`src/hdl/sliding_window_digit_product_max_unit_defines.svh`:
```
// ----------------------------------------------------------------------------
// sliding window digit product max unit - assertion macros
// shared property forms for the checks at the end of the top level
// ----------------------------------------------------------------------------
`ifndef SLIDING_WINDOW_DIGIT_PRODUCT_MAX_UNIT_DEFINES_SVH
`define SLIDING_WINDOW_DIGIT_PRODUCT_MAX_UNIT_DEFINES_SVH

// same-cycle implication
`define SWDP_ASSERT_SAME(label, clk, rst_n, ante, cons) \
	label: assert property (@(posedge clk) disable iff (!rst_n) (ante) |-> (cons)) \
		else $error("swdp assertion failed");

// next-cycle implication
`define SWDP_ASSERT_NEXT(label, clk, rst_n, ante, cons) \
	label: assert property (@(posedge clk) disable iff (!rst_n) (ante) |=> (cons)) \
		else $error("swdp assertion failed");

`endif

```
`src/hdl/swdp_pkg.sv`:
```
// ----------------------------------------------------------------------------
// swdp_pkg
// types and constants shared by the sliding window digit product max unit
// ----------------------------------------------------------------------------
`default_nettype none

package swdp_pkg;

	localparam int MAX_SPAN = 16;
	localparam int SPAN_W   = 5;
	localparam int IDX_W    = $clog2(MAX_SPAN);
	localparam int CHARS_W  = $clog2(MAX_SPAN + 1);
	localparam int DIGIT_W  = 4;
	localparam int CHAR_W   = 8;
	localparam int PROD_W   = 51;
	localparam int RESULT_W = 52;

	localparam logic [CHAR_W-1:0] CHAR_ZERO = 8'h30;
	localparam logic [CHAR_W-1:0] CHAR_NINE = 8'h39;

	typedef enum logic [1:0] {
		ST_IDLE,
		ST_MULT,
		ST_CMP
	} state_t;

	typedef struct packed {
		logic take_char;
		logic take_end;
		logic mult_step;
		logic cmp;
	} dp_cmd_t;

	typedef struct packed {
		logic win_go;
		logic step_last;
	} dp_status_t;

endpackage

`default_nettype wire

```
`src/hdl/sliding_window_digit_product_max_unit.sv`:
```
// a digit request that completes a window is taken, then its product is built in span multiply
// steps through one 51x4 multiplier, then compared; other requests leave the sequencer idle
// an end request loads the result register at its accept edge, shown the next cycle
// new requests stall while a window runs; an end request also while a result is held
// reset: arst_n clears the span to 1, the string state, the sequencer and the result valid
// ----------------------------------------------------------------------------
// sliding_window_digit_product_max_unit
// largest product of span consecutive decimal digits over a streamed string
// ----------------------------------------------------------------------------
`default_nettype none

`include "sliding_window_digit_product_max_unit_defines.svh"

module sliding_window_digit_product_max_unit (
	input  wire logic                                 clk,
	input  wire logic                                 arst_n,
	input  wire logic                                 cfg_write,
	input  wire logic [swdp_pkg::SPAN_W-1:0]          cfg_data,
	input  wire logic                                 in_valid,
	output logic                                      in_stall,
	input  wire logic [swdp_pkg::CHAR_W-1:0]          character,
	input  wire logic                                 end_of_string,
	output logic                                      out_valid,
	input  wire logic                                 out_stall,
	output logic signed [swdp_pkg::RESULT_W-1:0]      largest_product
);

	swdp_pkg::dp_cmd_t    cmd;
	swdp_pkg::dp_status_t status;
	logic                 busy;

	swdp_ctrl u_ctrl (
		.clk           (clk),
		.arst_n        (arst_n),
		.in_valid      (in_valid),
		.in_stall      (in_stall),
		.end_of_string (end_of_string),
		.out_valid     (out_valid),
		.out_stall     (out_stall),
		.status        (status),
		.cmd           (cmd),
		.busy          (busy)
	);

	swdp_dpath u_dpath (
		.clk             (clk),
		.arst_n          (arst_n),
		.cfg_write       (cfg_write),
		.cfg_data        (cfg_data),
		.character       (character),
		.cmd             (cmd),
		.status          (status),
		.largest_product (largest_product)
	);

	`SWDP_ASSERT_SAME(a_busy_stalls, clk, arst_n, busy, in_stall)
	`SWDP_ASSERT_NEXT(a_end_gives_result, clk, arst_n, in_valid && !in_stall && end_of_string, out_valid)
	`SWDP_ASSERT_SAME(a_negative_is_minus_one, clk, arst_n, out_valid && largest_product[swdp_pkg::RESULT_W-1], &largest_product)

endmodule

`default_nettype wire

```
`src/hdl/swdp_dpath.sv`:
```
// ----------------------------------------------------------------------------
// swdp_dpath
// digit window, shared digit multiplier, running maximum and result register
// ----------------------------------------------------------------------------
`default_nettype none

module swdp_dpath (
	input  wire logic                                     clk,
	input  wire logic                                     arst_n,
	input  wire logic                                     cfg_write,
	input  wire logic [swdp_pkg::SPAN_W-1:0]              cfg_data,
	input  wire logic [swdp_pkg::CHAR_W-1:0]              character,
	input  wire swdp_pkg::dp_cmd_t                        cmd,
	output swdp_pkg::dp_status_t                          status,
	output logic signed [swdp_pkg::RESULT_W-1:0]          largest_product
);

	logic [swdp_pkg::SPAN_W-1:0]                    span_q;
	logic [swdp_pkg::DIGIT_W-1:0]                   window_q [swdp_pkg::MAX_SPAN];
	logic [swdp_pkg::CHARS_W-1:0]                   chars_q;
	logic                                           bad_q;
	logic [swdp_pkg::PROD_W-1:0]                    prod_q;
	logic [swdp_pkg::PROD_W-1:0]                    best_q;
	logic [swdp_pkg::IDX_W-1:0]                     idx_q;
	logic signed [swdp_pkg::RESULT_W-1:0]           result_q;

	logic                                           is_digit;
	logic [swdp_pkg::DIGIT_W-1:0]                   digit;
	logic [swdp_pkg::CHARS_W-1:0]                   chars_next;
	logic                                           span_ok;
	logic [swdp_pkg::PROD_W+swdp_pkg::DIGIT_W-1:0]  mul;
	logic                                           short_str;

	assign is_digit   = (character >= swdp_pkg::CHAR_ZERO) && (character <= swdp_pkg::CHAR_NINE);
	assign digit      = swdp_pkg::DIGIT_W'(character - swdp_pkg::CHAR_ZERO);
	assign chars_next = (chars_q == swdp_pkg::CHARS_W'(swdp_pkg::MAX_SPAN)) ?
		chars_q : chars_q + swdp_pkg::CHARS_W'(1);
	assign span_ok    = (span_q != '0) && (span_q <= swdp_pkg::SPAN_W'(swdp_pkg::MAX_SPAN));
	assign mul        = prod_q * window_q[idx_q];
	assign short_str  = swdp_pkg::SPAN_W'(chars_q) < span_q;

	assign status.win_go    = is_digit && span_ok && (swdp_pkg::SPAN_W'(chars_next) >= span_q);
	assign status.step_last = swdp_pkg::SPAN_W'(idx_q) == (span_q - swdp_pkg::SPAN_W'(1));

	assign largest_product = result_q;

	always_ff @(posedge clk or negedge arst_n) begin
		if (!arst_n) begin
			span_q <= swdp_pkg::SPAN_W'(1);
		end else if (cfg_write) begin
			span_q <= cfg_data;
		end
	end

	// string state
	always_ff @(posedge clk or negedge arst_n) begin
		if (!arst_n) begin
			for (int i = 0; i < swdp_pkg::MAX_SPAN; i++) begin
				window_q[i] <= '0;
			end
			chars_q <= '0;
			bad_q   <= 1'b0;
			best_q  <= '0;
		end else if (cmd.take_end) begin
			for (int i = 0; i < swdp_pkg::MAX_SPAN; i++) begin
				window_q[i] <= '0;
			end
			chars_q <= '0;
			bad_q   <= 1'b0;
			best_q  <= '0;
		end else if (cmd.take_char) begin
			chars_q <= chars_next;
			if (is_digit) begin
				for (int i = swdp_pkg::MAX_SPAN - 1; i > 0; i--) begin
					window_q[i] <= window_q[i-1];
				end
				window_q[0] <= digit;
			end else begin
				bad_q <= 1'b1;
			end
		end else if (cmd.cmp && (prod_q > best_q)) begin
			best_q <= prod_q;
		end
	end

	// product restarts at 1 on a taken character, then one digit per cycle through the multiplier
	always_ff @(posedge clk) begin
		if (cmd.take_char) begin
			prod_q <= swdp_pkg::PROD_W'(1);
			idx_q  <= '0;
		end else if (cmd.mult_step) begin
			prod_q <= mul[swdp_pkg::PROD_W-1:0];
			idx_q  <= idx_q + swdp_pkg::IDX_W'(1);
		end
	end

	always_ff @(posedge clk) begin
		if (cmd.take_end) begin
			priority if (bad_q || !span_ok && (span_q != '0) || short_str) begin
				result_q <= '1;
			end else if (span_q == '0) begin
				result_q <= swdp_pkg::RESULT_W'(1);
			end else begin
				result_q <= {1'b0, best_q};
			end
		end
	end

endmodule

`default_nettype wire

```
`src/hdl/swdp_ctrl.sv`:
```
// ----------------------------------------------------------------------------
// swdp_ctrl
// request handshakes and sequencing of the window product steps
// ----------------------------------------------------------------------------
`default_nettype none

module swdp_ctrl (
	input  wire logic                 clk,
	input  wire logic                 arst_n,
	input  wire logic                 in_valid,
	output logic                      in_stall,
	input  wire logic                 end_of_string,
	output logic                      out_valid,
	input  wire logic                 out_stall,
	input  wire swdp_pkg::dp_status_t status,
	output swdp_pkg::dp_cmd_t         cmd,
	output logic                      busy
);

	swdp_pkg::state_t state_q;
	swdp_pkg::state_t state_next;
	logic             out_valid_q;
	logic             accept;

	assign busy      = state_q != swdp_pkg::ST_IDLE;
	assign in_stall  = busy || (out_valid_q && out_stall && end_of_string);
	assign accept    = in_valid && !in_stall;
	assign out_valid = out_valid_q;

	always_comb begin
		state_next = state_q;
		unique case (state_q)
			swdp_pkg::ST_IDLE: begin
				if (accept && !end_of_string && status.win_go) begin
					state_next = swdp_pkg::ST_MULT;
				end
			end
			swdp_pkg::ST_MULT: begin
				if (status.step_last) begin
					state_next = swdp_pkg::ST_CMP;
				end
			end
			swdp_pkg::ST_CMP: begin
				state_next = swdp_pkg::ST_IDLE;
			end
			default: begin
				state_next = swdp_pkg::ST_IDLE;
			end
		endcase
	end

	always_comb begin
		cmd = '0;
		unique case (state_q)
			swdp_pkg::ST_IDLE: begin
				cmd.take_char = accept && !end_of_string;
				cmd.take_end  = accept && end_of_string;
			end
			swdp_pkg::ST_MULT: begin
				cmd.mult_step = 1'b1;
			end
			swdp_pkg::ST_CMP: begin
				cmd.cmp = 1'b1;
			end
			default: begin
				cmd = '0;
			end
		endcase
	end

	always_ff @(posedge clk or negedge arst_n) begin
		if (!arst_n) begin
			state_q     <= swdp_pkg::ST_IDLE;
			out_valid_q <= 1'b0;
		end else begin
			state_q <= state_next;
			if (cmd.take_end) begin
				out_valid_q <= 1'b1;
			end else if (!out_stall) begin
				out_valid_q <= 1'b0;
			end
		end
	end

endmodule

`default_nettype wire
```
`config.mk`:
```
export PLATFORM = sky130hd
export DESIGN_NAME = sliding_window_digit_product_max_unit
export DESIGN_NICKNAME = d
export VERILOG_FILES = /design/src/hdl/swdp_pkg.sv /design/src/hdl/sliding_window_digit_product_max_unit.sv /design/src/hdl/swdp_dpath.sv /design/src/hdl/swdp_ctrl.sv
export VERILOG_INCLUDE_DIRS = /design/src /design/src/hdl
export SDC_FILE = /design/constraint.sdc
export NUM_CORES = 1
export LEC_CHECK = 0
export BUFFER_PORTS_ARGS = -buffer_cell sky130_fd_sc_hd__buf_2
export CAP_MARGIN = 20
export CELL_PAD_IN_SITES_DETAIL_PLACEMENT = 1
export CELL_PAD_IN_SITES_GLOBAL_PLACEMENT = 2
export CORE_MARGIN = 2
export CORE_UTILIZATION = 45
export CTS_BUF_LIST = sky130_fd_sc_hd__clkbuf_4
export DETAILED_ROUTE_END_ITERATION = 6
export GPL_ROUTABILITY_DRIVEN = 0
export PLACE_DENSITY_LB_ADDON = 0.1
export SYNTH_ARGS = -nofsm -noshare
export SYNTH_HDL_FRONTEND = slang
export SYNTH_SLANG_ARGS = --single-unit
```
`constraint.sdc`:
```
create_clock -name clk -period 9 [get_ports clk]
set_input_delay 1.8 -clock clk [delete_from_list [all_inputs] [get_ports clk]]
set_output_delay 1.8 -clock clk [all_outputs]
set_load 0.01 [all_outputs]
```
* Word-level counts from Yosys, hierarchy flattened
Cells that the tools add are included.
** Storage, ports and cells
- Flip-flop bits (word level) :: 236
- Logic and storage cells :: 102
** Cells by class
- Eq/ne operators :: 9
- Add/sub/neg operators :: 4
- Reductions and logical operators :: 30
- Mux-type cells :: 24
- Multipliers :: 1
- $lt $le $gt $ge :: 7
- Bitwise logic cells :: 1
** Operators with widths (number)
- two-way mux 51 bit :: 4
- two-way mux 64 bit :: 3
- > comparator 51 bit :: 1
- multiplier 51 x 4 -> 51 bit :: 1
- binary-select mux 4 bit (select 4 bit) :: 1
- two-way mux 5 bit :: 3
- logical AND 1 bit :: 12
- greater-or-equal comparator 8 x 6 -> 1 bit (second input constant) :: 1
- <= comparator 8 x 6 -> 1 bit (second input constant) :: 1
- two-way mux 4 bit :: 2
- AND reduction 2 bit :: 4
- nonzero test 2 bit :: 4
- two-way mux 1 bit :: 7
- two-way mux 2 bit :: 3
- != test 2 bit (second input constant) :: 3
- adder 5 x 1 -> 5 bit (second input constant) :: 1
- equality test 4 x 5 -> 1 bit :: 1
- equality test 5 bit (second input constant) :: 1
- greater-or-equal comparator 5 bit :: 1
- greater-or-equal comparator 5 bit (second input constant) :: 1
- <= comparator 5 bit (second input constant) :: 1
- zero test 5 bit :: 1
- less-than comparator 5 bit :: 1
- inverter 4 -> 5 bit :: 1
- other kinds (12) :: 17

* Longest topological paths before layout
Gate-level depths: netlist of run 1.
- Word-level depth :: 9
- Mapped depth :: 23
- Mapped depth without buffers :: 19

* By module
A second synthesis of run 1 with hierarchy kept.
** Unflattened totals
- Cell total of the unflattened synthesis :: 1978
- Area total of the unflattened synthesis :: 17744.5 um^2
** Modules (own cells, without submodules)
- swdp_dpath :: cells each 1961, area an instance 17564.3 um^2, seq. area each 5816.8 um^2, times used 1
- swdp_ctrl :: cells each 17, area an instance 180.2 um^2, seq. area each 75.1 um^2, times used 1

* Worst setup path before layout of run 1
No wires, ideal clock.
- Path type :: reg-to-reg
- Start point :: reg u_dpath.idx_q[0] (netlist name)
- End point :: reg u_dpath.prod_q[42] (netlist name)
- Data arrival time :: 5.476 ns
- Stages on the path, launching flop included :: 22
- Period minus slack after synthesis :: 5.594 ns
- Path buffers :: 4
- Required time :: 8.882 ns
- Setup time :: 0.118 ns
- Slack :: 3.406 ns
- Path through :: dfxtp_1 > buf_2 > buf_6 > mux4_2 > mux4_2 > clkbuf_1 > clkbuf_1 > and2_1 > fa_1 > inv_1 > fa_1 > inv_1 > ha_1 > a21o_1 > nor3_1 > a2111oi_2 > a211oi_2 > a21oi_4 > a31oi_4 > o21ai_1 > or3_1 > o2111a_1
** Between the ends
- Word-level cells in the longest chain between the ends :: 5
** Ends and longest elaborated chain
- start, declared :: RTL line swdp_dpath.sv:24 : logic [swdp_pkg::IDX_W-1:0] idx_q;
- start signal, assigned :: RTL line swdp_dpath.sv:93 : idx_q <= idx_q + swdp_pkg::IDX_W'(1);
- inverter 4 -> 5 bit (not written as such) :: RTL line swdp_dpath.sv:39 : assign mul = prod_q * window_q[idx_q];
- binary-select mux 4 bit (select 4 bit) :: RTL line swdp_dpath.sv:39
- two-way mux 4 bit (not written as such) (2 in series) :: RTL line swdp_dpath.sv:39
- multiplier 51 x 4 -> 51 bit :: RTL line swdp_dpath.sv:39
- end signal, assigned :: RTL line swdp_dpath.sv:89 : prod_q <= swdp_pkg::PROD_W'(1);
- end signal, assigned :: RTL line swdp_dpath.sv:92 : prod_q <= mul[swdp_pkg::PROD_W-1:0];
- end, declared :: RTL line swdp_dpath.sv:22 : logic [swdp_pkg::PROD_W-1:0] prod_q;
Every way passes these cells. The select of a mux whose other input is x is not followed.
A chain may end at the register's enable or synchronous reset.

* Worst setup path in the final report of run 1
- Start point :: reg u_dpath.idx_q[0] (netlist name)
- End point :: reg u_dpath.prod_q[36] (netlist name)
The elaborated chain is that of the path after synthesis.

==> qor.yml, run 1 <==
outcome: "complete, no violations"
core_sq_um: 37500
dieArea_sq_um: 39400
grt_overflow: 0
min_period_ns: 6.75
syn_inst: 1795
cts_buffers: 70
post-cts-setup-buffer-count: 0
min_path_type: "register to register"
fin_ws_ns: 2.25
startpoint_type: "register"
cts_tree: "yes"
cp_max_fo: 48
insertion_delay_ns: 0.79
drtAntennaViolNets: 0
grt_pass1_wl_um: 81200
placed_area_sq_um: 17800
slew_violations: 0
routedWlPerCell_um: 20.5
syn_to_final_growth_pct: 10.2
tightest_slew_ns: 1.07
initial_core_util: 0.454
die_x_um: 198
cap_violations: 0
grt_max_degree: 80
cts_resized: 0
vias: 13400
synth-main-ff-cell: "dfrtp_1"
critical_path_class: "register to register"
placementRows: 71
ir_drop_uv: 136
clock-skew-final_ns: 0.0625
async_reset_ff_frac: 0.547
dieHeight_um: 198
grt_usage: 0.267
hold_buffers: 0
first_iter_violations: 598
timing.hold.ws_ns: 0.495
grt_pass1_vias: 14500
rsz0062_at_grt: "no"
ios: 73
fin_crit_sh: 0.750
syn_area_per_cell_sq_um: 9.48
critPathRequiredTime_ns: 9.62
end_kind: "register"
layout_common_cells: "inv_1 (234), nand2_1 (176), dfrtp_1 (128)"
seq_area_frac_synth: 0.346
via_per_inst: 5.54
cts.path.max_buffers: 3
dp_hpwl_um: 35000
multi_input_area_sq_um: 9910
synth_fp_nets: 2026
cts.clk_slew.worst_paths_ns: 0.07
p_per_area_nw_per_um2: 154
synth_seq_cells: 236
fin_area_sq_um: 18700
nets: 2086
htree_levels: 3
seq_area_sq_um: 5890
synth-edff-count: 52
fin_util: 0.500
hold_viol: 0
maxSlewHeadroom: 0.285
drt_wl_total_um: 49900
synth.cell_area_sq_um: 17000
final_common_cell: "inv_1"
arrival_ns: 7.36
drc: 0
fillCellCount: 4422
final.setup.tns_ns: 0
place_ws_ns: 2.12
clock.fmax_mhz: 148
numClockSinks: 236
power.leakage_nw: 8.37
antenna_found_initial: 4
cts_root_buf: "clkbuf_4"
synth-warning-count: 0
final_layout_size_suffix_gt1_frac: 0.128
ys_types: 69
numPortBuffers: 72
setup_viol: 0
drtPass1Iterations: 4
state kept, by name (all words and copies together) (netlist names):
name                     count
u_dpath.window_q            64
u_dpath.largest_product     52
u_dpath.best_q              51
u_dpath.prod_q              51
u_dpath.chars_q              5
u_dpath.span_q               5
u_dpath.idx_q                4
u_ctrl.state_q               2
u_ctrl.out_valid             1
u_dpath.bad_q                1
worst paths after layout:
kind	from	endpoint	slack, ns	cells after the start
worst min register to register	u_dpath.prod_q[50]	u_dpath.prod_q[50]	0.50	2
worst max-delay path	u_dpath.idx_q[0]	u_dpath.prod_q[36]	2.25	17
worst max register to register	u_dpath.idx_q[0]	u_dpath.prod_q[36]	2.25	17
max in group asynchronous	arst_n	u_dpath.window_q[61]	6.68	2
min in group asynchronous	arst_n	u_dpath.best_q[2]	1.09	1
worst min-delay path	u_dpath.prod_q[50]	u_dpath.prod_q[50]	0.50	2
final cells by class:
type | instances | share of cell area
Antenna cell | 3 | 0.000401
Multi-Input combinational cell | 1226 | 0.529
Clock inverter | 23 | 0.00594
Sequential cell | 236 | 0.314
Inverter | 235 | 0.0471
Timing Repair Buffer | 86 | 0.0269
Tap cell | 511 | 0.0341
Clock buffer | 106 | 0.0425
cells by family (layout without fill, tap and decap cells):
| logic type | count (synthesis) | in the layout | synth area share |
|---|---|---|---|
| other cells | 0 | 3 | 0 |
| simple gates | 482 | 482 | 0.141 |
| buf+inv | 333 | 450 | 0.0745 |
| compound gates | 453 | 453 | 0.184 |
| mux | 22 | 22 | 0.0270 |
| flops | 236 | 236 | 0.346 |
| xor+xnor | 57 | 57 | 0.0293 |
| fa+ha+maj | 212 | 212 | 0.198 |
stage by stage:
step	cells	total power, W
2_1_floorplan	1795	0.00158
3_3_place_gp	2292	0.00180
3_5_place_dp	2292	0.00181
4_1_cts	2421	0.00290
5_1_grt	2426	0.00305
6_report	2426	0.00288
report_power, final:
group          total, W  internal [W]  switching [W]
clock network   0.00108      0.000544       0.000533
registers       0.00122       0.00115      0.0000771
logic          0.000580      0.000188       0.000391
per-layer routing:
| metal | global-route usage | share of wire | wire length [um] | vias to the layer above |
|---|---|---|---|---|
| met2 | 0.443 | 0.48 | 24000 | 186 |
| met1 | 0.356 | 0.46 | 22900 | 6910 |
| met5 | 0 | 0.00036 | 18 | - |
| met3 | 0.0510 | 0.038 | 1900 | 73 |
| met4 | 0.0763 | 0.021 | 1060 | 2 |
| li1 | - | - | - | 6276 |
Yosys cell counts (7+ instances only):
cell type | instances | share of area
inv_1 | 235 | 0.052
nand2_1 | 176 | 0.039
dfrtp_1 | 128 | 0.19
ha_1 | 117 | 0.086
a22o_1 | 115 | 0.059
o21ai_0 | 108 | 0.032
and2_1 | 99 | 0.036
fa_1 | 95 | 0.11
clkbuf_1 | 91 | 0.020
a21oi_1 | 90 | 0.026
nor2_1 | 56 | 0.012
dfxtp_1 | 55 | 0.065
nor2b_1 | 53 | 0.019
edfxtp_1 | 52 | 0.092
a21o_1 | 44 | 0.019
xnor2_1 | 40 | 0.021
nand3_1 | 26 | 0.0076
nand4_1 | 21 | 0.0077
mux4_2 | 19 | 0.025
xor2_1 | 17 | 0.0088
nand2b_1 | 15 | 0.0055
nor3_1 | 15 | 0.0044
a211oi_1 | 12 | 0.0053
o21a_1 | 11 | 0.0049
o211ai_1 | 10 | 0.0044
a31oi_1 | 8 | 0.0029
o21bai_1 | 7 | 0.0031
o31ai_1 | 7 | 0.0031
worst max-delay path, cell delays in order (launching register included):
cell and delay, ns:
dfxtp_1 0.95, mux4_2 0.61, mux4_2 0.91, and2_1 0.37
fa_1 0.56, inv_1 0.06, fa_1 0.54, inv_1 0.05
ha_1 0.34, a21o_1 0.21, nor3_1 0.34, a2111oi_2 0.14
a211oi_2 0.45, a21oi_4 0.16, a221oi_1 0.43, o21ai_0 0.19
xnor2_1 0.15, o21ai_0 0.08
Note: power is estimated with default switching activity, not from simulation.
==> run 2, diff against run 1 <==
--- a/config.mk
+++ b/config.mk
@@ -11,7 +11,7 @@
 export CELL_PAD_IN_SITES_DETAIL_PLACEMENT = 1
 export CELL_PAD_IN_SITES_GLOBAL_PLACEMENT = 2
 export CORE_MARGIN = 2
-export CORE_UTILIZATION = 45
+export CORE_UTILIZATION = 38
 export CTS_BUF_LIST = sky130_fd_sc_hd__clkbuf_4
 export DETAILED_ROUTE_END_ITERATION = 6
 export GPL_ROUTABILITY_DRIVEN = 0
==> constraint.sdc (replaced) <==
create_clock -name clk -period 5.6 [get_ports clk]
set_input_delay 1.12 -clock clk [delete_from_list [all_inputs] [get_ports clk]]
set_output_delay 1.12 -clock clk [all_outputs]
set_load 0.01 [all_outputs]
==> run 2 against run 1 <==
- cell count up 7.6%
- flip-flop and latch count unchanged
- sequential share of layout area shrank 2.0 points
- register-to-register slack lost 2.2 ns
- highest routed layer is now met4
- critical path depth grew 5
- die area increased by 18%
- final area rose by 6.8%
- largest cell class unchanged
- critical endpoint is now u_dpath.prod_q[31]
==> qor.yml, run 2 (synthesized netlist as in run 1, its figures left out) <==
clock-skew-final_ns: 0.0573  # was 0.0625 ns
ir_drop_uv: 157  # was 136 uV
placementRows: 77  # was 71
maxSlewHeadroom: 0.297  # was 0.285
cp_max_fo: 19  # was 48
largest_reg_flops: 64  # unchanged
min_period_ns: 5.51  # was 6.75 ns
cts_root_buf: "clkbuf_4"  # unchanged
vias: 13800  # was 13400
final_layout_size_suffix_gt1_frac: 0.193  # was 0.128
grt_overflow: 0  # unchanged
hold_viol: 0  # unchanged
worstRegToRegCells: 22  # was 17
dieHeight_um: 216  # was 198 um
cap_violations: 0  # unchanged
first_iter_violations: 677  # was 598
cts.clk_slew.worst_paths_ns: 0.07  # about the same
final_common_cell: "inv_1"  # unchanged
grt_pass1_wl_um: 83700  # was 81200 um
min_path_type: "primary input to asynchronous set/reset pin"  # was register to register
slew_violations: 0  # unchanged
antenna_found_initial: 2  # was 4
drtAntennaViolNets: 0  # unchanged
critical_path_class: "register to register"  # unchanged
clock.fmax_mhz: 181  # was 148 MHz
tightest_slew_ns: 1.06  # was 1.07 ns
finalNonFillerCells: 2611  # was 2426
fillCellCount: 5033  # was 4422
grt_pass1_vias: 14900  # was 14500
grt_usage: 0.229  # was 0.267
crit_chain: "buf_12 > mux4_2 > mux4_2 > buf_12 > buf_4 > and2_4 > fa_1 > inv_1 > fa_1 > inv_1 > ha_1 > buf_4 > a21o_1 > a21o_1 > a31o_2 > nand2_2 > nand4b_1 > buf_4 > a21oi_1 > xnor2_1 > nand2_1 > a21oi_2"  # was mux4_2 > mux4_2 > and2_1 > fa_1 > inv_1 > fa_1 > inv_1 > ha_1 > a21o_1 > nor3_1 > a2111oi_2 > a211oi_2 > a21oi_4 > a221oi_1 > o21ai_0 > xnor2_1 > o21ai_0
crit_path_max_incr_delay_ns: 0.53  # was 0.95 ns
final.setup.tns_ns: 0  # unchanged
comb_power_share: 0.215  # was 0.201
routedWlPerCell_um: 19.9  # was 20.5 um
drc: 0  # unchanged
htree_levels: 3  # unchanged
dp_hpwl_um: 37500  # was 35000 um
core_sq_um: 44200  # was 37500 sq um
power_switching_w: 0.00166  # was 0.00100 W
syn_to_final_growth_pct: 17.6  # was 10.2%
drt_wl_total_um: 52100  # was 49900 um
numClockSinks: 236  # unchanged
cts_tree: "yes"  # unchanged
largest_register: "u_dpath.window_q"  # unchanged
timing.hold.ws_ns: 0.381  # was 0.495 ns
outcome: "complete, no violations"  # unchanged
setup_viol: 0  # unchanged
p_per_area_nw_per_um2: 238  # was 154 nW/um^2
rrSetupSlack_ns: 0.09  # was 2.25 ns
layout_common_cells: "inv_1 (231), nand2_1 (174), dfrtp_1 (128)"  # was inv_1 (234), nand2_1 (176), dfrtp_1 (128)
die_x_um: 216  # was 198 um
ios: 73  # unchanged
dieArea_sq_um: 46500  # was 39400 sq um
dpl.cell_count: 2463  # was 2292
r2r_end: "u_dpath.prod_q[31]"  # was u_dpath.prod_q[36]
end_kind: "register"  # unchanged
grt_max_degree: 82  # was 80
crit_slowest_cell: "fa_1"  # was dfxtp_1
p_int_w: 0.00311  # was 0.00188 W
cts_buffers: 73  # was 70
initial_core_util: 0.385  # was 0.454
power.leakage_nw: 8.95  # was 8.37 nW
switching_share: 0.348  # about the same
startpoint_type: "register"  # unchanged
placed_area_sq_um: 18600  # was 17800 sq um
numPortBuffers: 72  # unchanged
reg2reg_from: "u_dpath.idx_q[0]"  # unchanged
via_per_inst: 5.28  # was 5.54
insertion_delay_ns: 0.83  # was 0.79 ns
critPathRequiredTime_ns: 6.36  # was 9.62 ns
seq_power_share: 0.407  # was 0.425
path_common_cell: "buf_4"
fin_crit_sh: 0.985  # was 0.750
drtPass1Iterations: 5  # was 4
cts.path.max_buffers: 3  # unchanged
rsz0062_at_grt: "yes"  # was no
fin_area_sq_um: 20000  # was 18700 sq um
nets: 2183  # was 2086
arrival_ns: 6.28  # was 7.36 ns
clkPwrFrac: 0.379  # was 0.374
run 2: changes by cell type in the layout (fill, tap and decap cells not counted), sizes merged:
| cell | delta |
|---|---|
| clkinvlp | -1 |
| clkinv | +1 |
| diode | +4 |
| clkbuf | +6 |
| buf | +94 |
run 2: timing repair:
item                       4_1_cts  5_1_grt
cloned                           0        0
setup buffers                    0        5
setup endpoints to repair        8       25
gates resized for setup          4       62
hold buffers                     0        0
pin swaps                        0       13
run 2: final cells by class:
type                            instances  area [sq um]  share of cell area
Inverter                              235           882              0.0441
Clock inverter                         23           116             0.00582
Sequential cell                       236          5890               0.295
Timing Repair Buffer                  180          1280              0.0640
Clock buffer                          112           841              0.0420
Antenna cell                            7          17.5            0.000876
Tap cell                              592           741              0.0370
Multi-Input combinational cell       1226         10200               0.512
run 2: through the flow:
| stage | utilization | power [W] | setup WS, ns |
|---|---|---|---|
| 4_1_cts | 0.443 | 0.00485 | -0.00385 |
| 2_1_floorplan | - | 0.00254 | 0.00602 |
| 5_1_grt | 0.452 | 0.00504 | -0.120 |
| 3_3_place_gp | 0.421 | 0.00298 | -0.155 |
| 6_report | 0.452 | 0.00477 | 0.0858 |
| 3_5_place_dp | 0.421 | 0.00300 | -0.161 |
run 2: power by group through the flow:
stage                     combinational [W]  sequential [W]  clock (W)
final                               0.00102         0.00194    0.00181
after CTS                           0.00103         0.00194    0.00188
after global routing                0.00113         0.00195    0.00197
after floorplan                    0.000604         0.00193          0
after global placement              0.00102         0.00197          0
after detailed placement            0.00103         0.00197          0
run 2: how the worst max path moves through the flow:
stage,startpoint,endpoint,cells past startpoint
global route,u_dpath.idx_q[0],u_dpath.prod_q[31],21
floorplan,u_dpath.idx_q[0],u_dpath.prod_q[42],21
global placement,u_dpath.idx_q[0],u_dpath.prod_q[43],20
finish,u_dpath.idx_q[0],u_dpath.prod_q[31],22
detailed placement,u_dpath.idx_q[0],u_dpath.prod_q[43],20
CTS,u_dpath.idx_q[0],u_dpath.prod_q[36],21
run 2: critical path: cells and delay by family (launching register included):
| kind | cells | cell delay (ns) |
|---|---|---|
| fa+ha+maj | 3 | 1.36 |
| simple gates | 4 | 0.65 |
| xor+xnor | 1 | 0.18 |
| compound gates | 5 | 0.92 |
| mux | 2 | 1.01 |
| flops | 1 | 0.34 |
| buf+inv | 7 | 1.00 |
run 2: routing by layer:
metal | wire, um | GRT usage | part of all wire
met1 | 25200 | 0.321 | 0.48
met2 | 24200 | 0.367 | 0.46
met3 | 1680 | 0.0403 | 0.032
met4 | 1040 | 0.0595 | 0.020
met5 | 0 | 0 | 0
==> run 3, diff against run 2 <==
--- a/config.mk
+++ b/config.mk
@@ -16,6 +16,7 @@
 export DETAILED_ROUTE_END_ITERATION = 6
 export GPL_ROUTABILITY_DRIVEN = 0
 export PLACE_DENSITY_LB_ADDON = 0.1
+export SETUP_SLACK_MARGIN = 0.15
 export SYNTH_ARGS = -nofsm -noshare
 export SYNTH_HDL_FRONTEND = slang
 export SYNTH_SLANG_ARGS = --single-unit
==> run 3 against run 2 <==
- non-clock buffer count is 14 higher
- global-route usage is 0.37 points higher
- clock power hardly changed
- routed wire length is 2.7% higher
==> qor.yml, run 3 (synthesized netlist as in run 1, its figures left out) <==
arrival_ns: 6.25  # was 6.28 ns
cp_max_fo: 8  # was 19
grt_max_degree: 87  # was 82
crit_family: "adder cells"  # unchanged
vias: 14000  # was 13800
drt_wl_total_um: 53500  # was 52100 um
slew_violations: 0  # unchanged
ir_drop_uv: 128  # was 157 uV
cap_violations: 0  # unchanged
die_x_um: 216  # unchanged
placementRows: 77  # unchanged
routedWlPerCell_um: 20.4  # was 19.9 um
htree_levels: 3  # unchanged
p_per_area_nw_per_um2: 236  # was 238 nW/um^2
largest_register: "u_dpath.window_q"  # unchanged
crit_chain: "buf_12 > mux4_2 > mux4_2 > buf_12 > buf_16 > and2_4 > fa_2 > fa_2 > ha_4 > o21a_1 > o31ai_2 > buf_4 > a2111oi_4 > a211oi_2 > buf_4 > a21oi_4 > a31oi_4 > buf_6 > o31ai_4 > xnor2_1 > o21ai_1"  # was buf_12 > mux4_2 > mux4_2 > buf_12 > buf_4 > and2_4 > fa_1 > inv_1 > fa_1 > inv_1 > ha_1 > buf_4 > a21o_1 > a21o_1 > a31o_2 > nand2_2 > nand4b_1 > buf_4 > a21oi_1 > xnor2_1 > nand2_1 > a21oi_2
critical_path_class: "register to register"  # unchanged
min_path_type: "primary input to asynchronous set/reset pin"  # unchanged
crit_slowest_cell: "mux4_2"  # was fa_1
dr_wl_met3_um: 1770  # was 1680 um
min_period_ns: 5.55  # was 5.51 ns
layout_common_cells: "inv_1 (226), nand2_1 (176), dfrtp_1 (128)"  # was inv_1 (231), nand2_1 (174), dfrtp_1 (128)
core_sq_um: 44200  # unchanged
place_ws_ns: -0.185  # was -0.161 ns
hold_buffers: 0  # unchanged
fin_ws_ns: 0.0525  # was 0.0858 ns
end_kind: "register"  # unchanged
hold_viol: 0  # unchanged
insertion_delay_ns: 0.84  # was 0.83 ns
syn_to_final_growth_pct: 20.2  # was 17.6%
drc: 0  # unchanged
comb_power_share: 0.218  # was 0.215
final_common_cell: "inv_1"  # unchanged
tightest_slew_ns: 0.935  # was 1.06 ns
initial_core_util: 0.385  # unchanged
cts.path.max_buffers: 3  # unchanged
maxSlewHeadroom: 0.377  # was 0.297
cts_buffers: 73  # unchanged
via_per_inst: 5.34  # was 5.28
outcome: "complete, no violations"  # unchanged
grt_overflow: 0  # unchanged
dp_hpwl_um: 37300  # was 37500 um
cts.clk_slew.worst_paths_ns: 0.07  # about the same
final_layout_size_suffix_gt1_frac: 0.219  # was 0.193
p_int_w: 0.00314  # was 0.00311 W
crit_path_max_incr_delay_ns: 0.64  # was 0.53 ns
grt_usage: 0.233  # was 0.229
path_buf_inv: 6  # was 7
power_switching_w: 0.00168  # was 0.00166 W
antenna_found_initial: 1  # was 2
seq_power_share: 0.401  # was 0.407
fin_util: 0.463  # was 0.452
wl_met2_um: 24900  # was 24200 um
nets: 2197  # was 2183
clock.fmax_mhz: 180  # was 181 MHz
startpoint_type: "register"  # unchanged
rsz0062_at_grt: "yes"  # unchanged
clkPwrFrac: 0.381  # was 0.379
numPortBuffers: 72  # unchanged
maxUsedRoutingLayer: "met4"  # unchanged
drtPass1Iterations: 4  # was 5
ios: 73  # unchanged
drtAntennaViolNets: 0  # unchanged
fin_crit_sh: 0.991  # was 0.985
grt_pass1_wl_um: 84800  # was 83700 um
setup_viol: 0  # unchanged
cts_root_buf: "clkbuf_4"  # unchanged
dieArea_sq_um: 46500  # unchanged
power.leakage_nw: 9.03  # was 8.95 nW
m1WireLength_um: 25400  # was 25200 um
largest_reg_flops: 64  # unchanged
switching_share: 0.349  # was 0.348
timing.hold.ws_ns: 0.377  # was 0.381 ns
clock-skew-final_ns: 0.0667  # was 0.0573 ns
dieHeight_um: 216  # unchanged
finalPower_w: 0.00482  # was 0.00477 W
cts_tree: "yes"  # unchanged
critPathRequiredTime_ns: 6.30  # was 6.36 ns
first_iter_violations: 666  # was 677
grt_pass1_vias: 14900  # about the same
numClockSinks: 236  # unchanged
==> run 3: changes by cell type in the layout (fill, tap and decap cells not counted), moves of 5 or more <==
cell     before  now
a21oi_1      83   76
a21oi_2       7   13
buf_6         3    8
diode_2       7    2
ha_1        106   97
ha_4         10   17
inv_1       231  226
inv_2         4    9
o21ai_0     102   97
o21ai_2       1    6
==> run 3: final timing paths <==
kind | startpoint | end | slack [ns] | depth (start not counted)
max | u_dpath.idx_q[0] | u_dpath.prod_q[46] | 0.05 | 21
min | arst_n | u_dpath.best_q[4] | 0.38 | 1
max reg2reg | u_dpath.idx_q[0] | u_dpath.prod_q[46] | 0.05 | 21
min reg2reg | u_dpath.prod_q[50] | u_dpath.prod_q[50] | 0.49 | 2
max in group asynchronous | arst_n | u_ctrl.state_q[0] | 4.04 | 2
min in group clk | u_dpath.prod_q[50] | u_dpath.prod_q[50] | 0.49 | 2
==> run 3: power groups by stage <==
stage	combinational (W)	sequential (W)	clock (W)
6_report	0.00105	0.00193	0.00184
4_1_cts	0.00105	0.00193	0.00191
5_1_grt	0.00116	0.00194	0.00200
3_5_place_dp	0.00103	0.00196	0
3_3_place_gp	0.00101	0.00196	0
2_1_floorplan	0.000609	0.00193	0
==> run 3: stage by stage <==
| step | setup TNS [ns] | cells | area (sq um) |
|---|---|---|---|
| floorplan | 0 | 1795 | 17000 |
| global placement | -0.263 | 2455 | 18600 |
| detailed placement | -0.336 | 2456 | 18600 |
| CTS | 0 | 2601 | 20000 |
| global route | -0.997 | 2620 | 20500 |
| finish | 0 | 2621 | 20500 |
==> run 3: timing repair <==
| item | CTS | global route |
|---|---|---|
| resized for setup | 53 | 68 |
| gates cloned | 1 | 1 |
| endpoints found under the hold margin | 0 | 0 |
| buffers inserted | 8 | 16 |
| pin swaps | 39 | 48 |
| setup endpoints to repair | 22 | 32 |
==> run 3: metal layers <==
metal | up-vias | global-route usage
li1 | 6518 | -
met5 | - | 0
met3 | 85 | 0.0374
met4 | 0 | 0.0853
met2 | 231 | 0.371
met1 | 7152 | 0.320
==> run 3: cell type report <==
class | instances | area, sq um
Sequential cell | 236 | 5900
Clock buffer | 114 | 856
Timing Repair Buffer | 194 | 1500
Antenna cell | 2 | 5.00
Inverter | 235 | 882
Tap cell | 592 | 741
Multi-Input combinational cell | 1226 | 10500
Fill cell | 4993 | 23800
Clock inverter | 22 | 115
